--- config.mk ---
export PLATFORM = sky130hd
export DESIGN_NAME = rectangle_clip_region_unit
export DESIGN_NICKNAME = d
export VERILOG_FILES = /design/src/rtl/rcru_pkg.sv /design/src/rtl/rectangle_clip_region_unit.sv /design/src/rtl/rcru_compute.sv /design/src/rtl/rcru_emitter.sv
export SDC_FILE = /design/constraint.sdc
export NUM_CORES = 1
export LEC_CHECK = 0
export ABC_AREA = 1
export BUFFER_PORTS_ARGS = -buffer_cell sky130_fd_sc_hd__clkbuf_2
export CAP_MARGIN = 20
export CORE_UTILIZATION = 60
export CTS_BUF_LIST = sky130_fd_sc_hd__clkbuf_16
export CTS_CLUSTER_SIZE = 8
export DETAILED_ROUTE_END_ITERATION = 12
export PLACE_DENSITY_LB_ADDON = 0.08
export SLEW_MARGIN = 20
export SYNTH_ARGS = -nofsm -noshare
export SYNTH_HDL_FRONTEND = slang
export SYNTH_SLANG_ARGS = --single-unit
--- constraint.sdc ---
create_clock -name clk -period 17.45 [get_ports clk]
set_input_delay 0.8725 -clock clk [delete_from_list [all_inputs] [get_ports clk]]
set_output_delay 0.8725 -clock clk [all_outputs]
set_load 0.01 [all_outputs]
--- src/rtl/rcru_pkg.sv ---
// Package for the rectangle clip region unit: coordinate width, operation codes,
// and the rectangle, item and result slot types.
// Depends on nothing; every other file of the block imports it.
package rcru_pkg;

	localparam int COORD_WIDTH = 16;
	// Four difference strips plus rectangle B for a union.
	localparam int NUM_SLOTS   = 5;
	localparam int SLOT_W      = $clog2(NUM_SLOTS);

	typedef logic signed [COORD_WIDTH-1:0] coord_t;

	typedef enum logic [1:0] {
		OP_INTERSECT = 2'd0,
		OP_DIFF      = 2'd1,
		OP_UNION     = 2'd2,
		OP_POINT     = 2'd3
	} op_t;

	typedef struct packed {
		coord_t x0;
		coord_t y0;
		coord_t x1;
		coord_t y1;
	} rect_t;

	typedef struct packed {
		op_t    op;
		rect_t  a;
		rect_t  b;
		coord_t px;
		coord_t py;
	} item_t;

	typedef struct packed {
		rect_t rect;
		logic  region_valid;
		logic  hit;
	} slot_t;

endpackage

--- src/rtl/rectangle_clip_region_unit.sv ---
// Top level of the rectangle clip region unit: input register, evaluation and result buffer.
// Depends on rcru_pkg, rcru_compute and rcru_emitter.
//
// An accepted item is held in an input register, evaluated combinationally and loaded
// into a result buffer, from which its first result is presented. The block then sends
// one result per cycle while out_ready is high: one for intersect and point test, one to
// four for a difference (the empty outcome counts as one), one to five for a union, the
// final one marked with last. The result channel sets the throughput: the buffer takes the
// next item as its final result transfers, so a stream of intersects or point tests runs at
// one item per cycle while out_ready is high, and a stream of full unions is slowed by its
// five results. While the buffer drains, the next item is taken into the input register
// and waits there.
module rectangle_clip_region_unit import rcru_pkg::*; (
	input  logic                   clk,
	input  logic                   arst_n,
	input  logic                   in_valid,
	output logic                   in_ready,
	input  logic [1:0]             op,
	input  logic [COORD_WIDTH-1:0] a_x0,
	input  logic [COORD_WIDTH-1:0] a_y0,
	input  logic [COORD_WIDTH-1:0] a_x1,
	input  logic [COORD_WIDTH-1:0] a_y1,
	input  logic [COORD_WIDTH-1:0] b_x0,
	input  logic [COORD_WIDTH-1:0] b_y0,
	input  logic [COORD_WIDTH-1:0] b_x1,
	input  logic [COORD_WIDTH-1:0] b_y1,
	input  logic [COORD_WIDTH-1:0] point_x,
	input  logic [COORD_WIDTH-1:0] point_y,
	output logic                   out_valid,
	input  logic                   out_ready,
	output logic [COORD_WIDTH-1:0] r_x0,
	output logic [COORD_WIDTH-1:0] r_y0,
	output logic [COORD_WIDTH-1:0] r_x1,
	output logic [COORD_WIDTH-1:0] r_y1,
	output logic                   region_valid,
	output logic                   hit,
	output logic                   last
);

	logic                 valid_s1;
	item_t                item_s1;
	slot_t                slots [NUM_SLOTS];
	logic [NUM_SLOTS-1:0] mask;
	logic                 emit_load;
	logic                 emit_free;
	slot_t                cur;
	logic                 in_take;

	assign in_take   = in_valid && in_ready;
	assign emit_load = valid_s1 && emit_free;
	assign in_ready  = !valid_s1 || emit_load;

	always_ff @(posedge clk or negedge arst_n) begin
		if (!arst_n) begin
			valid_s1 <= 1'b0;
		end else if (in_ready) begin
			valid_s1 <= in_valid;
		end
	end

	always_ff @(posedge clk) begin
		if (in_take) begin
			item_s1.op   <= op_t'(op);
			item_s1.a    <= '{x0: a_x0, y0: a_y0, x1: a_x1, y1: a_y1};
			item_s1.b    <= '{x0: b_x0, y0: b_y0, x1: b_x1, y1: b_y1};
			item_s1.px   <= point_x;
			item_s1.py   <= point_y;
		end
	end

	rcru_compute u_compute (
		.item  (item_s1),
		.slots (slots),
		.mask  (mask)
	);

	rcru_emitter u_emitter (
		.clk       (clk),
		.arst_n    (arst_n),
		.load      (emit_load),
		.slots     (slots),
		.mask      (mask),
		.free      (emit_free),
		.out_valid (out_valid),
		.out_ready (out_ready),
		.cur       (cur),
		.cur_last  (last)
	);

	assign r_x0         = cur.rect.x0;
	assign r_y0         = cur.rect.y0;
	assign r_x1         = cur.rect.x1;
	assign r_y1         = cur.rect.y1;
	assign region_valid = cur.region_valid;
	assign hit          = cur.hit;

endmodule

--- src/rtl/rcru_compute.sv ---
// Combinational evaluation of one item: fills the result slots and their mask.
// Slots 0..3 hold the difference strips (top, bottom, left, right), slot 4 rectangle B.
// Depends on rcru_pkg.
module rcru_compute import rcru_pkg::*; (
	input  item_t                 item,
	output slot_t                 slots [NUM_SLOTS],
	output logic [NUM_SLOTS-1:0]  mask
);

	coord_t mx0, my0, nx1, my1;
	logic   overlap, equal, point_in;
	logic   a_wide;
	logic [NUM_SLOTS-1:0] raw_mask;
	slot_t  zero_slot;

	assign mx0 = (item.a.x0 > item.b.x0) ? item.a.x0 : item.b.x0;
	assign my0 = (item.a.y0 > item.b.y0) ? item.a.y0 : item.b.y0;
	assign nx1 = (item.a.x1 < item.b.x1) ? item.a.x1 : item.b.x1;
	assign my1 = (item.a.y1 < item.b.y1) ? item.a.y1 : item.b.y1;

	assign overlap  = (mx0 < nx1) && (my0 < my1);
	assign equal    = (item.a == item.b);
	assign a_wide   = item.a.x0 < item.a.x1;
	assign point_in = (item.a.x0 < item.px) && (item.px < item.a.x1) &&
	                  (item.a.y0 < item.py) && (item.py < item.a.y1);

	assign zero_slot = '{rect: '0, region_valid: 1'b0, hit: 1'b0};

	always_comb begin
		for (int i = 0; i < NUM_SLOTS; i++) begin
			slots[i] = zero_slot;
		end
		raw_mask = '0;
		unique case (item.op)
			OP_INTERSECT: begin
				slots[0].rect         = '{x0: mx0, y0: my0, x1: nx1, y1: my1};
				slots[0].region_valid = 1'b1;
				slots[0].hit          = overlap;
				raw_mask[0]           = 1'b1;
			end
			OP_POINT: begin
				slots[0].hit = point_in;
				raw_mask[0]  = 1'b1;
			end
			OP_DIFF, OP_UNION: begin
				for (int i = 0; i < NUM_SLOTS; i++) begin
					slots[i].region_valid = 1'b1;
				end
				slots[0].rect = '{x0: item.a.x0, y0: item.b.y1, x1: item.a.x1, y1: item.a.y1};
				slots[1].rect = '{x0: item.a.x0, y0: item.a.y0, x1: item.a.x1, y1: item.b.y0};
				slots[2].rect = '{x0: item.a.x0, y0: my0, x1: item.b.x0, y1: my1};
				slots[3].rect = '{x0: item.b.x1, y0: my0, x1: item.a.x1, y1: my1};
				slots[4].rect = item.b;
				if (!equal) begin
					if (!overlap) begin
						// Disjoint rectangles leave A whole.
						slots[0].rect = item.a;
						raw_mask[0]   = 1'b1;
					end else begin
						raw_mask[0] = (item.a.y0 < item.b.y1) && (item.b.y1 < item.a.y1) && a_wide;
						raw_mask[1] = (item.a.y0 < item.b.y0) && (item.b.y0 < item.a.y1) && a_wide;
						raw_mask[2] = (item.a.x0 < item.b.x0) && (item.b.x0 < item.a.x1) &&
						              (my0 < my1);
						raw_mask[3] = (item.a.x0 < item.b.x1) && (item.b.x1 < item.a.x1) &&
						              (my0 < my1);
					end
				end
				raw_mask[4] = (item.op == OP_UNION);
			end
			default: begin
				raw_mask = '0;
			end
		endcase
		// The empty fallback only arises for a difference, where slot 0 must read as zero.
		if (raw_mask == '0) begin
			slots[0] = zero_slot;
		end
	end

	// An operation that yields no rectangle still sends one empty result.
	always_comb begin
		mask = raw_mask;
		if (raw_mask == '0) begin
			mask[0] = 1'b1;
		end
	end

endmodule

--- src/rtl/rcru_emitter.sv ---
// Result buffer: holds the slots of one item and sends the pending ones in order,
// one transfer per cycle on the result channel while out_ready is high. Depends on rcru_pkg.
module rcru_emitter import rcru_pkg::*; (
	input  logic                  clk,
	input  logic                  arst_n,
	input  logic                  load,
	input  slot_t                 slots [NUM_SLOTS],
	input  logic [NUM_SLOTS-1:0]  mask,
	output logic                  free,
	output logic                  out_valid,
	input  logic                  out_ready,
	output slot_t                 cur,
	output logic                  cur_last
);

	logic [NUM_SLOTS-1:0] pend_q;
	slot_t                slots_q [NUM_SLOTS];
	logic [SLOT_W-1:0]    sel;
	logic [NUM_SLOTS-1:0] rest;
	logic                 take;

	// Lowest pending slot goes first.
	always_comb begin
		sel = '0;
		for (int i = NUM_SLOTS - 1; i >= 0; i--) begin
			if (pend_q[i]) begin
				sel = SLOT_W'(i);
			end
		end
	end

	always_comb begin
		for (int i = 0; i < NUM_SLOTS; i++) begin
			rest[i] = pend_q[i] && (SLOT_W'(i) != sel);
		end
	end

	assign out_valid = |pend_q;
	assign take      = out_valid && out_ready;
	assign cur_last  = (rest == '0);
	assign free      = !out_valid || (take && cur_last);
	assign cur       = slots_q[sel];

	always_ff @(posedge clk or negedge arst_n) begin
		if (!arst_n) begin
			pend_q <= '0;
		end else if (load) begin
			pend_q <= mask;
		end else if (take) begin
			pend_q <= rest;
		end
	end

	always_ff @(posedge clk) begin
		if (load) begin
			for (int i = 0; i < NUM_SLOTS; i++) begin
				slots_q[i] <= slots[i];
			end
		end
	end

endmodule
==> reports/qor.yml <==
path_clk_slew_ns: 0.05
cp_common_cell: "nand2_1"
path_buf_inv: 1
grt_remaining_overflow: 0
hold_path.class: "in -> async"
max-cap-violations: 0
place_congestion: 1.040
pre_cts_ws_ns: 11.59
crit_chain: "ha_1 -> nand2_1 -> nor2_1 -> nand2_1 -> nand2_1 -> nand2_1 -> nand3_2 -> nand3_2 -> o21ai_0 -> inv_1 -> ha_1 -> nand2_1 -> nor2_1 -> a211oi_1 -> o221a_2 -> nand3_2 -> nand2_4 -> nand2_4 -> a21oi_1 -> nand2_1 -> nand2_4 -> nor2_1"
cts_buffer_depth: 3
cts_resized: 0
clockPowerShare: 0.166
nFillCells: 3012
cts_tree: "done"
min_period_ns: 6.106
yosys_warnings: 0
p_comb_frac: 0.509
insertion_delay_ns: 0.61
ys_seq_area_frac: 0.5016
grt_use_total: 0.3436
final_nets: 3063
final_common_cell: "nand2_1"
multi_input_area_mm2: 0.009171
grt_start_max_net_pins: 214
p_sw_frac: 0.4629
clock_sinks: 379
synth-edff-count: 373
htreeDepth: 2
antenna_cells: 0
peakVddDrop_v: 0.0002458
p_per_area_mw_per_mm2: 215.5
cp-end-kind: "register"
holdWs_ns: 0.1177
cp_top_family: "simple AND/OR/NAND/NOR gates"
drc: 0
slew_headroom: 0.2496
setup_ws_ns: 11.34
die_w_um: 196.2
vias: 18510
dp.cells: 3112
syn_nets: 2849
cts_setup_buffers: 0
p_sw_mw: 2.557
coreArea_mm2: 0.03687
max_freq_ghz: 0.1638
grt_pass1_wl_um: 98530
ctsHoldBuffers: 0
arrival_ns: 6.41
placed_area_mm2: 0.02416
syn_area_mm2: 0.02263
regArea_mm2: 0.01135
p_leak_nw: 12.37
final_cell_mix: "493 x nand2_1, 464 x inv_1, 373 x edfxtp_1"
first_pass_iters: 6
drv_slew: 0
wl_um: 66150
intPower_mw: 2.967
cp-start-kind: "register"
finalInstanceArea_mm2: 0.02563
post-route-util: 0.6951
fin_crit_sh: 0.3499
grt_pass1_vias: 16932
total_power_mw: 5.524
crit_slowest_cell: "o21ai_0"
crit_required_ns: 17.75
setup_viol: 0
ios: 235
initialDrtViolationCount: 2220
ys_ff_latch: 379
synth_cell_types: 47
worst_pin_slew_ns: 1.126
drive_above_1_share: 0.1468
placementRows: 70
synthToLayoutAreaGrowth_pct: 13.27
wl_per_cell_um: 20.79
place_hpwl_um: 48950
synth-async-reset-ratio: 0.01583
cts_made_buffers: 53
detail-route-antenna-nets: 0
fin_skew_ns: 0.02716
clockRootBuffer: "clkbuf_16"
cp_max_fo: 65
die_y_um: 196.2
avgSynthCellArea_um2: 9.236
portBuffers: 234
hold_viol_final: 0
status: "finished, final reports clean"
p_seq_frac: 0.325
syn-instance-count: 2450
initial_core_util: 0.6137
rsz0062_at_grt: "no"
tns_ns: 0
die-area_mm2: 0.03849
critPathKind: "reg -> reg"
critPathMaxStageDelay_ns: 0.99
routed_via_density: 5.817
antenna_found_initial: 1
fin_cells: 3182
ys.flop_type: "edfxtp_1"
power groups by stage:
stage,Sequential [mW],Clock (mW),Combinational (mW)
after floorplan,1.80,0,1.90
after CTS,1.78,0.925,2.76
after global placement,1.79,0,2.68
final,1.80,0.917,2.81
after global routing,1.82,0.958,3.11
after detailed placement,1.80,0,2.74
cell families (layout without fill, tap and decap cells):
logic type      Yosys count  count (layout)  share of synthesized area
compound gates          451             451                     0.1158
buf+inv                 548             776                    0.09516
simple gates            835             835                     0.1569
fa+ha+maj               233             233                     0.1288
xor+xnor                  3               3                   0.001161
mux                       1               1                  0.0004976
flops                   379             379                     0.5016
synthesized netlist by cell type, types with 9 or more instances:
| cell type | instances | share of area |
|---|---|---|
| a211oi_1 | 13 | 0.0043 |
| ha_1 | 233 | 0.13 |
| buf_1 | 12 | 0.0020 |
| nor2_2 | 51 | 0.014 |
| nor2_1 | 156 | 0.026 |
| o22ai_1 | 24 | 0.0066 |
| nand2_1 | 494 | 0.082 |
| nand4_1 | 20 | 0.0055 |
| edfxtp_1 | 373 | 0.49 |
| nand3_2 | 9 | 0.0040 |
| clkbuf_1 | 68 | 0.011 |
| o211ai_1 | 28 | 0.0093 |
| a21oi_1 | 100 | 0.022 |
| a22oi_1 | 31 | 0.010 |
| o21ai_0 | 199 | 0.044 |
| o221ai_1 | 14 | 0.0054 |
| nand3_1 | 71 | 0.016 |
| nor3_1 | 12 | 0.0027 |
| inv_1 | 454 | 0.075 |
path summary, 6_finish.rpt:
path / start / endpoint / slack, ns / cells after the start
max: item_s1[135] / u_emitter.slots_q[0][37] / 11.34 / 22
min: arst_n / u_emitter.pend_q[2] / 0.12 / 1
max reg2reg: item_s1[135] / u_emitter.slots_q[0][37] / 11.34 / 22
min reg2reg: valid_s1 / valid_s1 / 0.54 / 2
max in group asynchronous: arst_n / u_emitter.pend_q[0] / 17.14 / 1
min in group clk: a_y1[6] / item_s1[102] / 0.45 / 1
registers in the layout, indices dropped and copies added (netlist names):
register and flops:
u_emitter.pend_q 5, valid_s1 1, u_emitter.slots_q 211, item_s1 162
metal layers:
metal | part of all wire | vias up | track usage
met1 | 0.47 | 8661 | 0.5691
met2 | 0.37 | 1095 | 0.4280
met5 | 0.00011 | - | 0
li1 | - | 8656 | -
met4 | 0.020 | 2 | 0.08536
met3 | 0.14 | 96 | 0.09661
final cells by class:
type                    instances  area share
clock buffers                  53     0.05175
clock inverters                16    0.004491
inverters                     459     0.06742
multi-input cells            1523      0.3578
flip-flops and latches        379      0.4429
well taps                     504     0.02460
repair buffers                248     0.05106
Power figures use the tool's default switching activity.
